File: config.mk
export PLATFORM = sky130hd
export DESIGN_NAME = mrg_chain
export DESIGN_NICKNAME = d
export VERILOG_FILES = /design/src/rtl/mrg_pkg.sv /design/src/rtl/mrg_cell.sv /design/src/rtl/mrg_chain.sv
export SDC_FILE = /design/constraint.sdc
export NUM_CORES = 1
export LEC_CHECK = 0
export ABC_CLOCK_PERIOD_IN_PS = 22200
export BUFFER_PORTS_ARGS = -buffer_cell sky130_fd_sc_hd__buf_2
export CAP_MARGIN = 5
export CORE_ASPECT_RATIO = 0.8
export CORE_MARGIN = 4
export CORE_UTILIZATION = 59
export CTS_CLUSTER_DIAMETER = 50
export CTS_CLUSTER_SIZE = 14
export DETAILED_ROUTE_END_ITERATION = 8
export PLACE_DENSITY_LB_ADDON = 0.15
export SLEW_MARGIN = 5
export SYNTH_ARGS = -nofsm -noshare
export SYNTH_HDL_FRONTEND = slang
export SYNTH_SLANG_ARGS = --single-unit
File: constraint.sdc
create_clock -name clk -period 22.2 [get_ports clk]
set_input_delay 4.44 -clock clk [delete_from_list [all_inputs] [get_ports clk]]
set_output_delay 4.44 -clock clk [all_outputs]
set_load 0.1 [all_outputs]
File: src/rtl/mrg_pkg.sv
// ----------------------------------------------------------------------------
// mrg_pkg: shared constants and types of the middle MLFG random generator
// Lag length, LCG constants, operation codes, tap placement and the control
// word of the lag chain.
// ----------------------------------------------------------------------------
`default_nettype none

package mrg_pkg;

	localparam int WORD_W      = 64;
	localparam int HALF_W      = WORD_W / 2;
	localparam int PROD_W      = 2 * WORD_W;

	localparam int LONG_LAG    = 15;
	localparam int SHORT_START = 12;
	localparam int LAG_IDX_W   = $clog2(LONG_LAG);

	// Cell 0 always holds the word at the long index; the short index trails it
	// by a fixed distance, so its word sits at a fixed cell as well.
	localparam int SHORT_TAP   = (LONG_LAG - 1) - (SHORT_START % LONG_LAG);

	localparam logic [WORD_W-1:0] LCG_MUL = 64'h3243_f6a8_885a_308d;
	localparam logic [WORD_W-1:0] LCG_ADD = 64'd1111111111111111111;
	localparam int                XSH     = 31;

	// Operation codes carried on op.
	localparam logic OP_DRAW   = 1'b0;
	localparam logic OP_RESEED = 1'b1;

	// Chain moves: toward cell 0 after a draw, toward the tail while seeding.
	typedef struct packed {
		logic shl;
		logic shr;
	} chain_ctl_t;

endpackage : mrg_pkg

`default_nettype wire

File: src/rtl/mrg_cell.sv
// ----------------------------------------------------------------------------
// mrg_cell: one lag word of the generator
// Holds one 64-bit word and takes the word of either neighbor on a move.
// ----------------------------------------------------------------------------
`default_nettype none

module mrg_cell (
	input  wire logic                       clk,
	input  wire mrg_pkg::chain_ctl_t        ctl,
	input  wire logic [mrg_pkg::WORD_W-1:0] from_next,
	input  wire logic [mrg_pkg::WORD_W-1:0] from_prev,
	output logic      [mrg_pkg::WORD_W-1:0] word
);

	logic [mrg_pkg::WORD_W-1:0] word_q;

	always_ff @(posedge clk) begin
		if (ctl.shl) begin
			word_q <= from_next;
		end else if (ctl.shr) begin
			word_q <= from_prev;
		end
	end

	assign word = word_q;

endmodule : mrg_cell

`default_nettype wire

File: src/rtl/mrg_chain.sv
// ----------------------------------------------------------------------------
// mrg_chain: row of lag cells
// Cell i holds the word i places below the long index. Taps sit at cell 0
// (long lag) and at the short tap.
// ----------------------------------------------------------------------------
`default_nettype none

module mrg_chain (
	input  wire logic                       clk,
	input  wire mrg_pkg::chain_ctl_t        ctl,
	input  wire logic [mrg_pkg::WORD_W-1:0] fill_tail,
	input  wire logic [mrg_pkg::WORD_W-1:0] fill_head,
	output logic      [mrg_pkg::WORD_W-1:0] tap_long,
	output logic      [mrg_pkg::WORD_W-1:0] tap_short
);

	logic [mrg_pkg::WORD_W-1:0] words [mrg_pkg::LONG_LAG];

	for (genvar i = 0; i < mrg_pkg::LONG_LAG; i++) begin : g_cell
		logic [mrg_pkg::WORD_W-1:0] nxt;
		logic [mrg_pkg::WORD_W-1:0] prv;

		if (i == mrg_pkg::LONG_LAG - 1) begin : g_tail
			assign nxt = fill_tail;
		end else begin : g_mid_n
			assign nxt = words[i+1];
		end

		if (i == 0) begin : g_head
			assign prv = fill_head;
		end else begin : g_mid_p
			assign prv = words[i-1];
		end

		mrg_cell u_cell (
			.clk       (clk),
			.ctl       (ctl),
			.from_next (nxt),
			.from_prev (prv),
			.word      (words[i])
		);
	end

	assign tap_long  = words[0];
	assign tap_short = words[mrg_pkg::SHORT_TAP];

endmodule : mrg_chain

`default_nettype wire

==> summary.md <==
- final setup violation count: 0
- initial antenna violation count: 4
- mux share of post-synthesis cell area: 28.7%
- combined flip-flop and latch cell area: 28800 um2
- Post-layout nets: 2417
- H-Tree Depth: 3
- Period minus WS final: 9500 ps
- Clock Skews: 20.3 ps
- area of the mapped netlist: 41500 um2
- number of cells in the design after placement: 3122
- dominant combinational cell family by area after synthesis: multiplexers
- per-instance average area after synthesis: 20.4 um2
- detailed router's first-iteration violation count: 1539
- logic depth of the worst register-to-register path: 1
- Placeable Area: 69300 um2
- Async S/R FF share, synth: 0%
- Worst setup EP type: flop
- number of ports placed on the die boundary: 259
- number of flip-flops under the largest register name: 960
- total of buffers placed on input and output ports: 258
- launching point of the worst reg2reg path: g_cell[2].u_cell.word[60]
- DRC Markers: 0
- number of global-route vias before repair: 18700
- area used by multi-input combinational logic: 11900 um2
- hold buffer count at CTS: 0
- Antenna Violating Nets Remaining: 0
- area of the die: 74600 um2
- per-cell routed wire length: 19.7 um
- number of filler instances in the final layout: 4628
- xor-xnor portion of the synthesized cell area: 0%
- Min-Delay Path Class: flop to flop
- Fin. Hold Viols: 0
- Hold Path Sink: g_cell[13].u_cell.word[13]
- Syn. warnings: 0
- Gate Count Post-Synth: 2028
- number of distinct library cell variants in the gate-level netlist after synthesis: 6
- sinks on the clock net: 960
- Initial Utilization: 59.8%
- outcome: finished clean
- remaining global-route overflow: 0
- Final Slew Violations: 0
- Reg2Reg Setup Slack: 21160 ps
- ratio of cells with drive above 1 in the final layout: 58.1%
- start point of the worst hold path: g_cell[14].u_cell.word[13]
- Clk Latency, worst-skew pair: 620 ps
- post-DR vias/cell: 5.63
- Primary FF master, synth: sky130_fd_sc_hd__edfxtp_1
- Hold Path Cell Cnt: 1
- setup TNS after final layout: 0 ps
- Syn Nets: 2159
- die width: 304 um
- critical path class: input port to flop
- Synth area leader: sky130_fd_sc_hd__edfxtp_1
- largest cells by area after synthesis: sky130_fd_sc_hd__edfxtp_1 70%, sky130_fd_sc_hd__mux2_2 18%, sky130_fd_sc_hd__mux2_4 10%
- biggest fanout along the worst timing path: 178
- wire length of the first global-routing pass: 103000 um
- Final Non-Filler Cells: 3248
- flops & latches, synth: 960
- worst ir drop on vdd: 0.0737 mV
- most numerous cell in the Yosys netlist: sky130_fd_sc_hd__edfxtp_1
- core utilization of the finished layout: 66.4%
- clock root buffer: sky130_fd_sc_hd__clkbuf_16
- total number of vias: 18300
- worst slew pin tran: 1260 ps
- pin count of the biggest net entering global routing: 213
- CP startpoint kind: input port
- reg2reg end: g_cell[3].u_cell.word[60]
- detailed-router iteration count before antenna repair: 5
- max-capacitance violation count: 0
- fmax: 105 MHz
- fraction of the yosys area taken by sequential cells: 69.5%
- Post-Synth Simple-Gate Area: 0.0151%
- signal arrival time at the worst endpoint: 9870 ps
- chip height: 245 um
- CTS tree: built
- worst-case headroom to the max-slew limit: 16.0%
- area share of the largest cell type after synthesis: 69.5%
- # rows: 86
- CTS max path bufs: 3
- Static Leak: 17.2 nW
- TritonCTS buffer count: 86
- signed area change from the synthesized netlist to the final layout: 10.9%
- gr usage total: 16.8%
- compound-cell area share of the yosys netlist: 0%
- setup repair after global routing missed its margin: false
- number of enable-type register cells in the synthesized netlist: 960
- Clock transition at path regs: 60 ps
- Period Utilization, post-route: 42.8%
- CP required: 22580 ps
- cts repair resizes: 0
- GP Congestion: 0.755
- DP Wirelength: 38800 um
- Adder-Cell Fraction of Synth Area: 0%
- power per cell area: 104 nW/um2
- post-CTS setup buffers: 0
- final routed wirelength across all metal layers: 64100 um
- most common library cells after synthesis: 960 x sky130_fd_sc_hd__edfxtp_1, 671 x sky130_fd_sc_hd__mux2_2, 289 x sky130_fd_sc_hd__mux2_4
[layout make-up]
cell class	instances	share of cell area (%)
flip-flops and latches	960	62.7
multi-input cells	961	25.9
clock buffers	96	4.90
repair buffers	277	3.22
well taps	924	2.51
clock inverters	28	0.805
diodes	2	0.0109
[worst max-delay path by stage]
stage / start / endpoint / depth (start not counted)
2_1_floorplan: ctl[1] / g_cell[0].u_cell.word[0] / 5
3_3_place_gp: ctl[1] / g_cell[0].u_cell.word[51] / 7
3_5_place_dp: ctl[1] / g_cell[2].u_cell.word[51] / 7
4_1_cts: ctl[1] / g_cell[2].u_cell.word[51] / 7
5_1_grt: ctl[1] / g_cell[9].u_cell.word[50] / 7
6_report: ctl[1] / g_cell[2].u_cell.word[51] / 7
[through the flow]
step,hold WS [ps],worst slack (ps),power (mW),cell area (um2)
final,547,12700,4.79,46000
after global routing,554,12310,4.99,46000
after CTS,550,12700,4.84,46000
after detailed placement,534,12030,3.39,43400
after global placement,530,12150,3.34,43400
after floorplan,523,4870,3.25,41500
[logic make-up after synthesis]
group / after synthesis
muxes: 960
and+or+nand+nor: 1
DFF: 960
buffers and inverters: 107
[cell usage in the layout (no fill, tap or decap), types with 6 or more instances in the layout]
master / count
sky130_fd_sc_hd__clkbuf_1: 7
sky130_fd_sc_hd__clkbuf_16: 89
sky130_fd_sc_hd__edfxtp_1: 960
sky130_fd_sc_hd__mux2_2: 671
sky130_fd_sc_hd__buf_4: 16
sky130_fd_sc_hd__clkinv_1: 6
sky130_fd_sc_hd__bufinv_16: 7
sky130_fd_sc_hd__buf_2: 257
sky130_fd_sc_hd__mux2_4: 289
[power by group]
group / switching [mW] / leakage [nW] / internal [mW]
combinational: 0.420 / 6.15 / 0.345
clock: 0.633 / 1.28 / 0.806
sequential: 0.175 / 9.81 / 2.40
[per-layer routing]
layer	wire (um)	track usage, %	vias to the layer above
li1	-	-	8582
met1	31600	25.8	9307
met2	28900	25.2	295
met3	2360	3.26	99
met4	1330	4.11	2
met5	13	0	-
[worst max-delay path: stages]
cell                     delay (ps)
sky130_fd_sc_hd__buf_8          420
sky130_fd_sc_hd__buf_12         630
sky130_fd_sc_hd__buf_4          920
sky130_fd_sc_hd__buf_4          920
sky130_fd_sc_hd__buf_4          900
sky130_fd_sc_hd__buf_4          830
sky130_fd_sc_hd__mux2_2         420
Note: power is estimated with default switching activity, not from simulation.
