--- config.mk ---
export PLATFORM = sky130hd
export DESIGN_NAME = mrg_mul
export DESIGN_NICKNAME = d
export VERILOG_FILES = /design/src/rtl/mrg_pkg.sv /design/src/rtl/mrg_mul.sv
export SDC_FILE = /design/constraint.sdc
export NUM_CORES = 2
export LEC_CHECK = 0
export ABC_CLOCK_PERIOD_IN_PS = 9250
export BUFFER_PORTS_ARGS = -buffer_cell sky130_fd_sc_hd__buf_2
export CAP_MARGIN = 10
export CORE_MARGIN = 1.5
export CORE_UTILIZATION = 59
export DETAILED_ROUTE_END_ITERATION = 8
export HOLD_SLACK_MARGIN = 0.08
export PLACE_DENSITY = 0.8
export SYNTH_ARGS = -nofsm -noshare
export SYNTH_HDL_FRONTEND = slang
export SYNTH_SLANG_ARGS = --single-unit
--- constraint.sdc ---
create_clock -name clk -period 9.25 [get_ports clk]
set_input_delay 0 -clock clk [delete_from_list [all_inputs] [get_ports clk]]
set_output_delay 0 -clock clk [all_outputs]
set_load 0.01 [all_outputs]
--- src/rtl/mrg_pkg.sv ---
// ----------------------------------------------------------------------------
// mrg_pkg: shared constants and types of the middle MLFG random generator
// Lag length, LCG constants, operation codes, tap placement and the control
// word of the lag chain.
// ----------------------------------------------------------------------------
`default_nettype none

package mrg_pkg;

	localparam int WORD_W      = 64;
	localparam int HALF_W      = WORD_W / 2;
	localparam int PROD_W      = 2 * WORD_W;

	localparam int LONG_LAG    = 15;
	localparam int SHORT_START = 12;
	localparam int LAG_IDX_W   = $clog2(LONG_LAG);

	// Cell 0 always holds the word at the long index; the short index trails it
	// by a fixed distance, so its word sits at a fixed cell as well.
	localparam int SHORT_TAP   = (LONG_LAG - 1) - (SHORT_START % LONG_LAG);

	localparam logic [WORD_W-1:0] LCG_MUL = 64'h3243_f6a8_885a_308d;
	localparam logic [WORD_W-1:0] LCG_ADD = 64'd1111111111111111111;
	localparam int                XSH     = 31;

	// Operation codes carried on op.
	localparam logic OP_DRAW   = 1'b0;
	localparam logic OP_RESEED = 1'b1;

	// Chain moves: toward cell 0 after a draw, toward the tail while seeding.
	typedef struct packed {
		logic shl;
		logic shr;
	} chain_ctl_t;

endpackage : mrg_pkg

`default_nettype wire

--- src/rtl/mrg_mul.sv ---
// ----------------------------------------------------------------------------
// mrg_mul: sequential 64x64 multiplier
// One 32x32 partial product per cycle, registered, then added into a 128-bit
// accumulator. Done pulses in the cycle the full product first shows.
// ----------------------------------------------------------------------------
`default_nettype none

module mrg_mul (
	input  wire logic                       clk,
	input  wire logic                       arst_n,
	input  wire logic                       start,
	input  wire logic [mrg_pkg::WORD_W-1:0] a,
	input  wire logic [mrg_pkg::WORD_W-1:0] b,
	output logic                            done,
	output logic      [mrg_pkg::PROD_W-1:0] product
);

	localparam logic [1:0] LAST_STEP = 2'd3;

	logic [mrg_pkg::WORD_W-1:0]   a_q, b_q;
	logic [mrg_pkg::PROD_W-1:0]   acc_q;
	logic                         issue_q;
	logic [1:0]                   idx_q;
	logic [mrg_pkg::WORD_W-1:0]   p_s1;
	logic [1:0]                   idx_s1;
	logic                         v_s1;
	logic                         done_q;
	logic [mrg_pkg::HALF_W-1:0]   a_half, b_half;
	logic [mrg_pkg::PROD_W-1:0]   term;

	assign a_half = idx_q[0] ? a_q[mrg_pkg::WORD_W-1:mrg_pkg::HALF_W]
	                         : a_q[mrg_pkg::HALF_W-1:0];
	assign b_half = idx_q[1] ? b_q[mrg_pkg::WORD_W-1:mrg_pkg::HALF_W]
	                         : b_q[mrg_pkg::HALF_W-1:0];

	// place the partial product by the halves it came from
	always_comb begin
		case (idx_s1)
			2'd0:    term = {{mrg_pkg::WORD_W{1'b0}}, p_s1};
			2'd3:    term = {p_s1, {mrg_pkg::WORD_W{1'b0}}};
			default: term = {{mrg_pkg::HALF_W{1'b0}}, p_s1, {mrg_pkg::HALF_W{1'b0}}};
		endcase
	end

	always_ff @(posedge clk or negedge arst_n) begin
		if (!arst_n) begin
			issue_q <= 1'b0;
			idx_q   <= '0;
			v_s1    <= 1'b0;
			done_q  <= 1'b0;
		end else begin
			done_q <= v_s1 && (idx_s1 == LAST_STEP);
			v_s1   <= issue_q;
			if (start) begin
				issue_q <= 1'b1;
				idx_q   <= '0;
			end else if (issue_q) begin
				idx_q <= idx_q + 2'd1;
				if (idx_q == LAST_STEP) begin
					issue_q <= 1'b0;
				end
			end
		end
	end

	always_ff @(posedge clk) begin
		if (start) begin
			a_q <= a;
			b_q <= b;
		end
		p_s1   <= {{mrg_pkg::HALF_W{1'b0}}, a_half} * {{mrg_pkg::HALF_W{1'b0}}, b_half};
		idx_s1 <= idx_q;
		if (start) begin
			acc_q <= '0;
		end else if (v_s1) begin
			acc_q <= acc_q + term;
		end
	end

	assign done    = done_q;
	assign product = acc_q;

endmodule : mrg_mul

`default_nettype wire

==> reports/qor.csv <==
stage;metric;value;unit
status;status;finished, final reports clean;
clock_tree;cts_buffers;39;
sta;fmax;111.0;MHz
placed_design;port-buffer-count;259;
synthesis;synth_top_area_cell;fa_1;
final_layout;drive_gt1_share;9.475;%
synthesis;synth_area_per_cell;8.803;µm²
clock_tree;cts_tree;built;
synthesis;ys_ff_latch;327;
worst_setup_path;r2r_cells;28;
global_route;grt_pass1_wl;283300;µm
synthesis;ys.warnings.count;0;
sta;slew_violations;0;
sta;post-route-period-util;97.38;%
global_route;antenna_found_initial;12;
worst_setup_path;cp-start-kind;register;
clock_tree;cts.clk_slew.worst_paths;0.08;ns
worst_setup_path;startpoint;idx_q[1];
global_route;track_usage;42.93;%
worst_setup_path;cpMostUsedCell;fa_1;
run;maxCapViolations;0;
clock_tree;cts_max_level;2;
worst_setup_path;cp_slowest_cell;mux2_2;
clock_tree;cts_buffer_depth;3;
route;route.vias.total;45360;
route;drc;0;
route;drtIter0Drc;5040;
global_route;overflow;0;
synthesis;syn-num-nets;7310;
worst_setup_path;cp_data_arrival_time;9.60;ns
hold_path;whs_endpoint;b_q[44];
floorplan;ios;260;
route;drt_wl_total;191900;µm
sta;tightest_slew;1.121;ns
placed_design;gp_congestion;1.073;
floorplan;core_area;86890;µm²
sta;finalClockSkew;0.05777;ns
worst_setup_path;r2r-start;idx_q[1];
worst_setup_path;reg2reg_slack;0.24;ns
final_layout;layout.nets;7598;
sta;finalSetupTns;0;ns
clock_tree;clock_tree.root_cell;clkbuf_16;
global_route;grt_pass1_vias;46882;
clock_tree;clock_sinks;327;
final_layout;final_util;66.45;%
floorplan;fp-row-count;108;
floorplan;die_area;89660;µm²
sta;hold_viol_final;0;
final_layout;final_common_cell;inv_1;
synthesis;ys_seq_area_share;15.15;%
hold_path;min_from;b[44];
hold_path;whs_path_depth;2;
final_layout;syn2layout_area_growth;11.37;%
synthesis;synth_edf_count;128;
worst_setup_path;required;9.84;ns
worst_setup_path;endpoint_kind;register;
synthesis;yosysUniqueCellTypes;71;
worst_setup_path;cpPeakStageDelay;0.68;ns
synthesis;synthesis.area;51840;µm²
sta;rsz0062_at_grt;no;
worst_setup_path;cp_max_fo;35;
synthesis;synthArstFlopShare;1.529;%
synthesis;yosysTopAreaCellShare;34.64;%
route;wl_per_cell;26.05;µm
sta;setup_viol_count_final;0;
placed_design;place_hpwl;145600;µm
synthesis;synth_flop_cell;dfxtp_1;
synthesis;ys_top_cells_by_area;fa_1 35%, ha_1 9.5%, dfxtp_1 7.5%;
final_layout;layout_common_cells;914 x inv_1, 897 x fa_1, 784 x nor2_1;
floorplan;die_w;299.4;µm
route;viasPerCell;6.156;
floorplan;die_h;299.4;µm
route;firstDrtPassIters;7;
sta;post-route-min-period;9.007;ns
clock_tree;clk_latency;0.66;ns
floorplan;start_util;59.67;%
sta;slew_headroom;25.26;%
route;antenna_left;0;
worst_setup_path;r2r-end;p_s1[60];
synthesis;syn_inst;5889;
hold_path;hold_class;in2reg;
global_route;grt_max_degree;99;
worst_setup_path;critPathKind;reg2reg;
how the worst max path moves through the flow:
stage | endpoint | slack, ns | depth (start not counted)
final | p_s1[60] | 0.24 | 28
after global routing | p_s1[60] | 0.005 | 28
after CTS | p_s1[61] | 0.21 | 31
after detailed placement | p_s1[61] | 0.18 | 31
after global placement | p_s1[61] | 0.28 | 31
after floorplan | p_s1[61] | 0.55 | 30
state kept, by name, indices dropped and copies added (netlist names):
| name | flops |
|---|---|
| a_q | 64 |
| v_s1 | 1 |
| idx_q | 2 |
| b_q | 64 |
| done | 1 |
| issue_q | 1 |
| p_s1 | 64 |
| product | 128 |
| idx_s1 | 2 |
synthesized netlist by cell type (114+ instances only):
library cell,number
nor2_1,785
o21ai_0,207
edfxtp_1,128
inv_1,914
a21oi_1,272
mux2i_1,130
nand2_1,734
dfxtp_1,194
fa_1,897
clkbuf_1,281
ha_1,393
xnor2_1,114
area by class of cell:
type / instances / area [µm²]
clock inverter: 17 / 209.0
inverter: 914 / 3431
antenna: 7 / 17.52
clock buffer: 53 / 1079
timing repair buffer: 545 / 4060
sequential: 327 / 7864
multi-input combinational: 4350 / 39630
tap: 1155 / 1445
fill: 6968 / 29150
repair_timing:
| item | CTS | global route |
|---|---|---|
| endpoints found under the setup margin | 0 | 6 |
| setup buffers | 0 | 1 |
| hold endpoints to repair | 184 | 2 |
| hold buffers | 152 | 2 |
| gates resized for setup | 0 | 3 |
stage by stage:
step / hold slack [ns] / cells / area, µm² / setup slack [ns]
finish: 0.07762 / 7368 / 57740 / 0.2427
global route: 0.08870 / 7367 / 57740 / 0.005099
CTS: 0.08027 / 7357 / 57670 / 0.2084
detailed placement: -0.06633 / 7135 / 54860 / 0.1796
global placement: -0.06761 / 7135 / 54860 / 0.2785
floorplan: -0.2956 / 5889 / 51840 / 0.5532
logic make-up after synthesis:
kind of cell / after synthesis / share of synthesized area (%)
adders and majority gates: 1290 / 44.12
AOI/OAI and AO/OA: 850 / 10.25
and+or+nand+nor: 1839 / 14.82
muxes: 192 / 3.857
buffers and inverters: 1212 / 8.778
xor gates and xnor gates: 179 / 3.024
DFF: 327 / 15.15
worst max-delay path, delay by kind of cell, from the launching register on:
kind	cells	cell delay [ns]
adder cells (fa/ha/maj)	9	4.44
AO/OA/AOI/OAI	7	1.61
buffers and inverters	5	0.82
multiplexers	1	0.68
AND/OR/NAND/NOR	5	0.68
flip-flops	1	0.58
XOR/XNOR	1	0.13
routing by layer:
metal  GRT usage [%]  share of wire, %
met5          0.9524              0.10
met4           32.11               9.6
met2           64.56                42
met3           16.29                14
met1           49.95                34
Power is left out: the tool's default activity adds up to more than one toggle a clock period on the data nets, which glitch-free logic cannot reach.
